**config.mk**
```make
export PLATFORM = sky130hd
export DESIGN_NAME = tg_fifo
export DESIGN_NICKNAME = d
export VERILOG_FILES = /design/src/rtl/core/tg_pkg.sv /design/src/rtl/core/tg_fifo.sv
export SDC_FILE = /design/constraint.sdc
export NUM_CORES = 1
export LEC_CHECK = 0
export BUFFER_PORTS_ARGS = -buffer_cell sky130_fd_sc_hd__buf_2
export CORE_AREA = 2 2 418 420
export CTS_BUF_LIST = sky130_fd_sc_hd__clkbuf_8
export DETAILED_ROUTE_END_ITERATION = 10
export DIE_AREA = 0 0 420 422
export HOLD_SLACK_MARGIN = 0.12
export PLACE_DENSITY = 0.38
export SYNTH_ARGS = -nofsm -noshare
export SYNTH_HDL_FRONTEND = slang
export SYNTH_SLANG_ARGS = --single-unit
```
**constraint.sdc**
```tcl
create_clock -name aclk -period 27.8 [get_ports aclk]
set_input_delay 2.78 -clock aclk [delete_from_list [all_inputs] [get_ports aclk]]
set_output_delay 2.78 -clock aclk [all_outputs]
set_load 0.01 [all_outputs]
```
**src/rtl/core/tg_pkg.sv**
```systemverilog
package tg_pkg;

    localparam logic [15:0] DEGEN_RECIP_RST = 16'd2560;

    // triangle queue between the front and the back
    localparam int unsigned FIFO_DEPTH = 2;
    localparam int unsigned FIFO_PW    = $clog2(FIFO_DEPTH);
    localparam int unsigned FIFO_CW    = $clog2(FIFO_DEPTH + 1);

    // packed so that pos_x sits in the lowest bits
    typedef struct packed {
        logic signed [15:0] tex_v;
        logic signed [15:0] tex_u;
        logic signed [15:0] norm_z;
        logic signed [15:0] norm_y;
        logic signed [15:0] norm_x;
        logic signed [31:0] pos_z;
        logic signed [31:0] pos_y;
        logic signed [31:0] pos_x;
    } vertex_t;

    typedef struct packed {
        vertex_t v2;
        vertex_t v1;
        vertex_t v0;
    } tri_t;

    typedef struct packed {
        logic               last_of_triangle;
        logic               handed_negative;
        logic signed [15:0] tan_z;
        logic signed [15:0] tan_y;
        logic signed [15:0] tan_x;
    } result_t;

    typedef struct packed {
        logic valid;
        logic pop;
    } queue_ctl_t;

endpackage

```
**src/rtl/core/tg_fifo.sv**
```systemverilog
module tg_fifo (
    input  logic                aclk,
    input  logic                aresetn,
    input  logic                push,
    input  tg_pkg::tri_t        din,
    output logic                full,
    input  tg_pkg::queue_ctl_t  ctl_in,
    output tg_pkg::queue_ctl_t  ctl_out,
    output tg_pkg::tri_t        dout
);
    import tg_pkg::*;

    tri_t               mem [FIFO_DEPTH];
    logic [FIFO_PW-1:0] wr_ptr_reg;
    logic [FIFO_PW-1:0] rd_ptr_reg;
    logic [FIFO_CW-1:0] cnt_reg;
    logic               do_pop;

    assign full          = cnt_reg == FIFO_CW'(FIFO_DEPTH);
    assign ctl_out.valid = cnt_reg != '0;
    assign ctl_out.pop   = do_pop;
    assign do_pop        = ctl_in.pop && ctl_out.valid;
    assign dout          = mem[rd_ptr_reg];

    always_ff @(posedge aclk) begin
        if (!aresetn) begin
            wr_ptr_reg <= '0;
            rd_ptr_reg <= '0;
            cnt_reg    <= '0;
        end else begin
            if (push) begin
                mem[wr_ptr_reg] <= din;
                wr_ptr_reg <= (wr_ptr_reg == FIFO_PW'(FIFO_DEPTH - 1)) ? '0 : wr_ptr_reg + 1'b1;
            end
            if (do_pop) begin
                rd_ptr_reg <= (rd_ptr_reg == FIFO_PW'(FIFO_DEPTH - 1)) ? '0 : rd_ptr_reg + 1'b1;
            end
            cnt_reg <= cnt_reg + FIFO_CW'(push) - FIFO_CW'(do_pop);
        end
    end

endmodule

```
* Word level (Yosys, flattened, before mapping)
Memories as Yosys holds them, arrays and structs flattened. A register that Yosys moved wholly into a read port is not among the register bits. Cells that the tools add are included.
Operators by class: reduce and logical (&&, ||, !) cells 2, $add $sub $neg 4, multiplexer cells 7, eq/ne operators 1
Operator list (number):
- $mux W1 | 7
- $add A1 B1 Y1 const B | 2
- $add A2 B1 Y2 | 1
- $eq A2 B2 Y1 const B | 1
- $reduce_bool A2 Y1 | 1
- $sub A2 B1 Y2 | 1
- $logic_and A1 B1 Y1 | 1
Word-level totals: RAM bits 1056, register bits after elaboration 4, input port bits 533, memories kept 1, logic and storage cells 18, output and inout bits 531
Memory list:
- mem | depth 2, bits a word 528, read ports 1, clocked after Yosys merged registers in 1, write ports 1, line tg_fifo.sv:13 | tri_t mem [FIFO_DEPTH];

* Longest topological paths before layout
depth in word-level cells 4, mapped depth 6, mapped depth without buffers 6

* Worst setup path after synthesis
Ideal clock, no wire load.
kind in2reg, from input aresetn, to memory mem[0][0] (netlist bit), enable pin, buffers on the path 0, required time 26.351 ns, data arrival time 24.957 ns, setup slack 1.394 ns, cell stages on the path 2, library setup time 1.449 ns, cell sequence nand2_1 > nor2_1
Between the ends: word-level cells in the longest chain between the ends 2
RTL lines:
- from (decl) | line tg_fifo.sv:3 | input logic aresetn,
- $mux W1 | line tg_fifo.sv:26 | if (!aresetn) begin
- $mux W1 (not written as such) | line tg_fifo.sv:32 | mem[wr_ptr_reg] <= din;
- to (decl) | line tg_fifo.sv:13
No other way between the ends.

==> metrics.cfg <==
[clocking]
cts_resized = 0
hold_buffers = 0
post_cts_buffers = 0
clockBufferDepth = 3
htree_levels = 4
clk_pin_slew_ns = 0.05
cts_inserted_buffers = 191
cts_root_buf = clkbuf_8
clock_latency_ns = 0.91
cts_sinks = 1061
cts_tree = yes

[worst_setup_path]
critPathMaxFanout = 61
cp.arrival_ns = 4.85
cp_top_family = buffers and inverters
criticalPathCategory = reg2out
path_buf_inv = 4
r2r-start = wr_ptr_reg
crit_end = dout[267]
cp_cell_sequence = buf_4 -> buf_4 -> buf_4 -> mux2_2 -> buf_2
cpPeakStageDelay_ns = 0.97
r2r-end = mem[1][232]
worstSetupEndpointType = primary output
worstPathRequired_ns = 25.02
startpoint_type = register
r2r_slack_ns = 23.14
crit_top_cell = buf_4
cpMaxStageDelayCell = dfxtp_4
ff2ff_path_depth = 5
cp.depth = 5

[placed_design]
port_buffers = 1062
dp_hpwl_um = 75650
place_congestion = 0.7778
place_area_um2 = 46360

[die]
initial_core_util = 0.2231
die-area_um2 = 177200
coreArea_um2 = 172900
num_io_pins = 1064
rows = 153
die_h_um = 422
die_x_um = 420

[route]
wl_um = 110400
drt_iter0_markers = 924
postRouteAntennaNets = 0
drc_errors = 0
vias = 20390
drt_pass1_iterations = 4
viasPerCell = 3.789
wire_per_inst_um = 20.51

[power_and_ir_drop]
power_density_nw_per_um2 = 77.73
leakagePower_nw = 18.04
ir_worst_vdd_v = 0.00004340

[min_path]
hp-class = reg2reg

[timing]
hold_viol = 0
maxSlewViolCount = 0
slew_headroom = 0.2451
fmax_ghz = 0.1310
worstMarginPinSlew_ns = 1.132
rsz0062_at_grt = no
fin_worst_skew_ns = 0.04628
tns_ns = 0
post-route-min-period_ns = 7.631
setup_viol = 0
period_share = 0.2745

[grt]
grt_pass1_vias = 21540
grt_antenna_before_repair = 68
grt_usage = 0.1195
overflow = 0
grt_max_degree = 144
grt_pass1_wl_um = 152200

[layout]
stdcell_area_um2 = 49780
final_common_cell = buf_2
drive_gt1_frac = 0.6042
seq_area_um2 = 31810
layout.nets = 3418
largest_register_ffs = 1056
multiInputGateArea_um2 = 6097
area_delta_synth_final_pct = 29.07
fillers = 17520
mostFrequentLayoutCells = 1,062 x buf_2, 1,056 x edfxtp_1, 527 x mux2_2

[logic_synthesis]
synth-seq-cells = 1061
ys_seq_area_frac = 0.8247
syn_area_per_cell_um2 = 23.12
synth_cell_types = 19
netlist_area_um2 = 38570
synth_warnings = 0
synthCells = 1668
synth_nets = 2203

[run]
maxCapViolCount = 0

[outcome]
status = finished clean

-- worst min-delay path, delay by kind of cell, from the launching register on --
kind             cells  cell delay (ns)
and+or+nand+nor      1             0.07
muxes                1             0.06
DFF                  1             0.30
-- worst min path at each step --
stage          cells past startpoint  slack (ns)        to       start
2_1_floorplan                      2        0.45  register  rd_ptr_reg
3_3_place_gp                       2        0.46  register  rd_ptr_reg
3_5_place_dp                       2        0.46  register  rd_ptr_reg
4_1_cts                            2        0.47  register  rd_ptr_reg
5_1_grt                            2        0.51  register  rd_ptr_reg
6_report                           2        0.47  register  rd_ptr_reg
-- cells in the mapped netlist --
master,n,area share
nand2b_1,1,0.00016
mux2_2,527,0.15
o21a_1,1,0.00019
buf_6,58,0.017
mux2_1,1,0.00029
and3_1,1,0.00016
nand2_1,2,0.00019
nor2_1,1,0.000097
ha_1,2,0.00065
and2_1,2,0.00032
xnor3_1,1,0.00058
xor2_1,1,0.00023
dfxtp_1,5,0.0026
buf_4,2,0.00039
mux2i_1,2,0.00052
nor2b_1,2,0.00032
or2_2,1,0.00016
edfxtp_1,1056,0.82
inv_1,2,0.00019
-- final cells by class --
type,count,area share
multi-input cells,545,0.1225
flip-flops and latches,1061,0.6390
clock inverters,151,0.01485
clock buffers,191,0.05280
inverters,2,0.0001508
diodes,24,0.001206
well taps,2325,0.05843
repair buffers,1082,0.1110
-- power breakdown --
part	internal (W)	switching, W
Clock	0.000658	0.000649
Sequential	0.00183	0.0000235
Combinational	0.000316	0.000389
-- kinds of logic after synthesis --
| logic type | synth area share |
|---|---|
| fa+ha+maj | 0.0006487 |
| simple gates | 0.001428 |
| xor+xnor | 0.0008110 |
| compound gates | 0.0001947 |
| mux | 0.1547 |
| flops | 0.8247 |
| buf+inv | 0.01752 |
-- through the flow --
| step | setup slack (ns) | cells | util | total power [W] | hold slack [ns] |
|---|---|---|---|---|---|
| 2_1_floorplan | 1.394 | 1668 | - | 0.002370 | 0.4516 |
| 3_3_place_gp | 20.39 | 5015 | 0.2682 | 0.002619 | 0.4645 |
| 3_5_place_dp | 20.47 | 5015 | 0.2682 | 0.002616 | 0.4616 |
| 4_1_cts | 19.86 | 5357 | 0.2876 | 0.003958 | 0.4706 |
| 5_1_grt | 19.77 | 5372 | 0.2879 | 0.004053 | 0.5088 |
| 6_report | 20.17 | 5381 | 0.2880 | 0.003870 | 0.4668 |
-- per-layer routing --
| metal | track usage | part of all wire | vias to the layer above |
|---|---|---|---|
| met5 | 0 | 0.0035 | - |
| met1 | 0.1205 | 0.36 | 10010 |
| li1 | - | - | 9219 |
| met4 | 0.04790 | 0.031 | 62 |
| met2 | 0.2046 | 0.50 | 798 |
| met3 | 0.06422 | 0.11 | 305 |
No activity file was read; power rests on OpenSTA's default activity.
