## src/rtl/core/tg_pkg.sv

```systemverilog
package tg_pkg;

    localparam logic [15:0] DEGEN_RECIP_RST = 16'd2560;

    // triangle queue between the front and the back
    localparam int unsigned FIFO_DEPTH = 2;
    localparam int unsigned FIFO_PW    = $clog2(FIFO_DEPTH);
    localparam int unsigned FIFO_CW    = $clog2(FIFO_DEPTH + 1);

    // packed so that pos_x sits in the lowest bits
    typedef struct packed {
        logic signed [15:0] tex_v;
        logic signed [15:0] tex_u;
        logic signed [15:0] norm_z;
        logic signed [15:0] norm_y;
        logic signed [15:0] norm_x;
        logic signed [31:0] pos_z;
        logic signed [31:0] pos_y;
        logic signed [31:0] pos_x;
    } vertex_t;

    typedef struct packed {
        vertex_t v2;
        vertex_t v1;
        vertex_t v0;
    } tri_t;

    typedef struct packed {
        logic               last_of_triangle;
        logic               handed_negative;
        logic signed [15:0] tan_z;
        logic signed [15:0] tan_y;
        logic signed [15:0] tan_x;
    } result_t;

    typedef struct packed {
        logic valid;
        logic pop;
    } queue_ctl_t;

endpackage

```

## src/rtl/core/tg_front.sv

```systemverilog
module tg_front (
    input  logic            aclk,
    input  logic            aresetn,
    input  logic            s_tvalid,
    output logic            s_tready,
    input  tg_pkg::vertex_t s_vtx,
    output logic            push,
    output tg_pkg::tri_t    push_tri,
    input  logic            full
);
    import tg_pkg::*;

    logic [1:0] phase_reg;
    vertex_t    held_reg [2];
    logic       accept;

    // phase 3 never happens; it completes a triangle like phase 2
    assign s_tready = !phase_reg[1] || !full;
    assign accept   = s_tvalid && s_tready;
    assign push     = accept && phase_reg[1];
    assign push_tri = '{v2: s_vtx, v1: held_reg[1], v0: held_reg[0]};

    always_ff @(posedge aclk) begin
        if (!aresetn) begin
            phase_reg <= 2'd0;
        end else if (accept) begin
            if (phase_reg[1]) begin
                phase_reg <= 2'd0;
            end else begin
                held_reg[phase_reg[0]] <= s_vtx;
                phase_reg <= phase_reg + 2'd1;
            end
        end
    end

endmodule

```

## config.mk

```make
export PLATFORM = sky130hd
export DESIGN_NAME = tg_front
export DESIGN_NICKNAME = d
export VERILOG_FILES = /design/src/rtl/core/tg_pkg.sv /design/src/rtl/core/tg_front.sv
export SDC_FILE = /design/constraint.sdc
export NUM_CORES = 1
export LEC_CHECK = 0
export CORE_AREA = 2 2 272 274
export DETAILED_ROUTE_END_ITERATION = 7
export DIE_AREA = 0 0 274 276
export DONT_BUFFER_PORTS = 1
export PLACE_DENSITY = 0.4
export SLEW_MARGIN = 15
export SYNTH_ARGS = -nofsm -noshare
export SYNTH_HDL_FRONTEND = slang
export SYNTH_SLANG_ARGS = --single-unit
```

## constraint.sdc

```tcl
create_clock -name aclk -period 18.2 [get_ports aclk]
set_clock_uncertainty 0.2 [all_clocks]
set_input_delay 3.64 -clock aclk [delete_from_list [all_inputs] [get_ports aclk]]
set_output_delay 3.64 -clock aclk [all_outputs]
set_load 0.02 [all_outputs]
```

# Word level (Yosys, flattened, before mapping)
# Memories as Yosys holds them, arrays and structs flattened.
# Index checks and enable logic that the tools add are counted.
[word_totals]
mem_bits_rw = 352
inputBits = 180
word_cells = 13
memories = 1
register_bits = 2
[op_classes]
muxes = 5
addsub = 1
n_reduce_logical = 5
[memory_table]
columns = ["memory", "depth", "width", "read_ports", "rd_ports_with_merged_regs", "write_ports", "line", "source"]
rows = [
  ["held_reg", 2, 176, 2, 0, 1, "tg_front.sv:14", "vertex_t held_reg [2];"],
]
[op_table]
columns = ["cell", "count"]
rows = [
  ["$mux 1", 4],
  ["$add 2x1->2 const B", 1],
  ["$logic_and 1x1->1", 2],
  ["$logic_not 1->1", 2],
  ["$mux 2", 1],
  ["$logic_or 1x1->1", 1],
]

# Logic depth before layout (Yosys ltp)
[depth]
ltp_word = 6
ltp_mapped = 3
ltp_nobuf = 3

# Worst setup path before layout
# Ideal clock, no wire load.
[synth_timing]
path_type = "input port to flip-flop"
start = "input port s_tvalid"
end = "memory held_reg[0][0] (netlist bit) (enable)"
setup_time_ns = 0.717
arrival_ns = 11.220
t_required_ns = 17.283
path_slack_ns = 6.063
path_buffers = 0
path_stages = 3
cell_sequence = "nor2b_1 -> nand2_1 -> nor2_1"
[synth_via]
elab_chain_cells = 4
[synth_lines]
columns = ["element", "line", "source"]
rows = [
  ["from (decl)", "tg_front.sv:4", "input logic s_tvalid,"],
  ["$logic_and 1x1->1", "tg_front.sv:19", "assign accept = s_tvalid && s_tready;"],
  ["$mux 1", "tg_front.sv:26", "end else if (accept) begin"],
  ["$mux 1", "tg_front.sv:24", "if (!aresetn) begin"],
  ["$mux 1 (not written as such)", "tg_front.sv:30", "held_reg[phase_reg[0]] <= s_vtx;"],
  ["to (decl)", "tg_front.sv:14", ""],
]
# No other way between the ends.

# Final worst setup path
[layout_timing]
start = "input port s_tvalid"
end = "output port push"
[layout_via]
elab_chain_cells = 2
[layout_lines]
columns = ["element", "line", "source"]
rows = [
  ["$logic_and 1x1->1", "tg_front.sv:19", ""],
  ["$logic_and 1x1->1", "tg_front.sv:20", "assign push = accept && phase_reg[1];"],
  ["to (decl)", "tg_front.sv:7", "output logic push,"],
]
# No other way between the ends.

==> run summary <==
Clock network
- TritonCTS clock tree: yes
- Num Clock Sinks: 354
- # resized after CTS: 0
- Num CTS Buffers: 35
- buffer depth of the longest clock path: 3
- clock input transition at the sequential cells of the worst setup and hold paths: 0.06 ns
- H-Tree Level Count: 2
- cell at the root of the clock tree: clkbuf_16
- hold buffer count at CTS: 0
- clock latency of the later-clocked register in the worst-skew pair: 0.52 ns
- post-CTS repair timing setup buffer count: 0

Finish
- Nets: 588
- fraction of layout cells with a size suffix above 1: 13.7%
- antenna diode instance count: 0
- number of flip-flops under the largest register name: 352
- number of fill cells: 7,743
- area delta synth->final: 9.22%
- fin area: 13,100 µm²
- Register Area: 10,600 µm²
- total area of multi-input combinational cells: 78.8 µm²

Worst setup path
- largest stage delay on the critical path: 0.57 ns
- chain of cells forming the critical path: inv_1, nor3b_1
- CP Data Required Time: 14.36 ns
- data arrival time of the critical path: 4.25 ns
- element type at the critical path start: input port
- setup slack of the most critical reg-to-reg path: 15.45 ns
- master of the slowest instance on the critical path: nor3b_1
- critical path class: input port to primary output
- nature of the critical path endpoint: primary output
- worst path bufs/invs: 1
- critical-path maximum fanout: 4
- family with the most delay on the worst path: simple AND/OR/NAND/NOR gates

Synthesis
- top_reg_cell synth: edfxtp_1
- share of the yosys chip area belonging to registers: 88.4%
- number of library cell types mapped by synthesis: 14
- synthesis-stage register bit count: 354
- cells taking the most area after synthesis: edfxtp_1 88%, buf_4 11%, dfxtp_1 0.33%, o211a_1 0.083%, a21boi_1 0.063%
- average instance area after synthesis: 22.1 µm²
- count of flip-flops with a built-in enable after synthesis: 352
- count of yosys warnings during synthesis: 0
- Async S/R FF share, synth: 0%
- number of standard cells after synthesis: 542
- top cell type by total area after synthesis: edfxtp_1
- cell area after technology mapping: 12,000 µm²
- most repeated cell in the gate-level netlist after synthesis: edfxtp_1
- list of most frequent post-synthesis cells: 352 x edfxtp_1, 176 x buf_4, 2 x dfxtp_1, 2 x nand2_1
- nets in the synthesized netlist: 722
- Synth top area share: 88.1%

Drt
- Vias per Instance: 2.98
- Starting DRT DRC Count: 373
- detailed-route wire length: 27,600 µm
- number of antenna-violating nets in the routed design: 0
- WL/cell: 19.8 µm
- Via Count: 4,139
- drc violations: 0
- Pre-Repair DR Iteration Count: 4

Global routing
- largest net degree at the start of global routing: 92
- met2 global-route usage: 11.7%
- met1 capacity usage during global routing: 6.29%
- total congestion overflow: 0
- initial antenna violation count: 6
- grt met3 use: 4.27%
- Most Crowded Layer GR: met2
- wire length of the first global-routing pass: 36,300 µm
- number of global-route vias before repair: 4,350
- GRT Total Usage: 6.75%

Power
- peak supply drop: 61.1 µV
- Pleak: 3.88 nW
- Power Density: 131 nW/µm²

Floorplan
- area of the die: 75,600 µm²
- Chip Height: 276 µm
- Core Region: 72,600 µm²
- starting density of the core: 16.5%
- Die W: 274 µm
- I/O pin total: 710
- site row count: 99

STA
- Relative slew margins: 32.6%
- RSZ-0062 raised after global routing: false
- Final setup violation count: 0
- final worst path period share: 44.4%
- fmax: 124 MHz
- Final Hold Slack: 0.339 ns
- min Tclk post-route: 8.09 ns
- Least-Margin Pin Slew: 1.01 ns
- number of hold violations in the final report: 0
- Final Slew Violations: 0
- Setup TNS: 0 ns

Place
- Placed Area: 11,900 µm²
- buffers added on ports: 0
- RD Place Congestion: 0.719

Run status
- result of the run: complete, no violations

Min path
- type of the worst min-delay path: register to register

Job
- Max Cap Violations: 0

[metrics by stage]
step	worst slack, ns	power [mW]	cells	utilization [%]
finish	10.11	1.72	1391	18.1
global placement	10.08	1.02	1329	16.4
CTS	10.11	1.75	1390	18.0
global route	10.08	1.79	1391	18.1
floorplan	6.06	1.07	542	-
detailed placement	10.11	1.02	1329	16.4
[worst reg2reg max path: cells and delay by family, from the launching register on]
family / cells / cell delay (ns)
AND/OR/NAND/NOR: 3 / 0.42
buffers and inverters: 3 / 1.36
flip-flops: 1 / 0.34
[layout by cell type (no fill, tap or decap)]
cell       netlist  layout
edfxtp_1       352     352
clkbuf_16        0      37
clkinv_2         0       8
clkinv_1         0       7
bufinv_16        0       4
buf_6            0       3
nand2_1          2       2
clkbuf_1         0       2
clkinv_4         0       2
dfxtp_1          2       2
nor2b_1          1       1
nor2_4           0       1
inv_1            1       1
nor3b_1          1       1
and3_4           0       1
nand3_1          1       1
o211a_1          1       1
o21ai_1          1       1
nand3b_1         1       1
a21boi_1         1       1
inv_6            0       1
buf_16           0       1
buf_4          176       1
[per-layer routing]
layer / vias to the layer above / routed length (µm)
li1: 1574 / -
met1: 2091 / 8720
met2: 415 / 14100
met3: 51 / 3930
met4: 8 / 779
met5: - / 48
[path summary, 6_finish.rpt]
check / startpoint / to / depth (start not counted)
hold / removal: phase_reg[1] / phase_reg[1] / 2
setup reg to reg: phase_reg[1] / held_reg[0][75] / 6
hold reg to reg: phase_reg[1] / phase_reg[1] / 2
setup / recovery: s_tvalid / push / 2
[final cells by class]
type	count	area share, %
flip-flops and latches	354	80.9
well taps	959	9.15
clock buffers	39	7.12
clock inverters	22	1.62
multi-input cells	11	0.601
repair buffers	5	0.525
inverters	1	0.0286
[cell families (layout without fill, tap and decap cells)]
family / after synthesis / count (layout) / synth area share, %
DFF: 354 / 354 / 88.4
buffers and inverters: 177 / 67 / 11.0
AOI/OAI and AO/OA: 3 / 3 / 0.188
and+or+nand+nor: 8 / 8 / 0.365
[where the power goes]
| group | internal (mW) | switching (mW) |
|---|---|---|
| Sequential | 0.935 | 0.0446 |
| Combinational | 0.00228 | 0.0171 |
| Clock | 0.426 | 0.291 |
No activity file was read; power rests on OpenSTA's default activity.
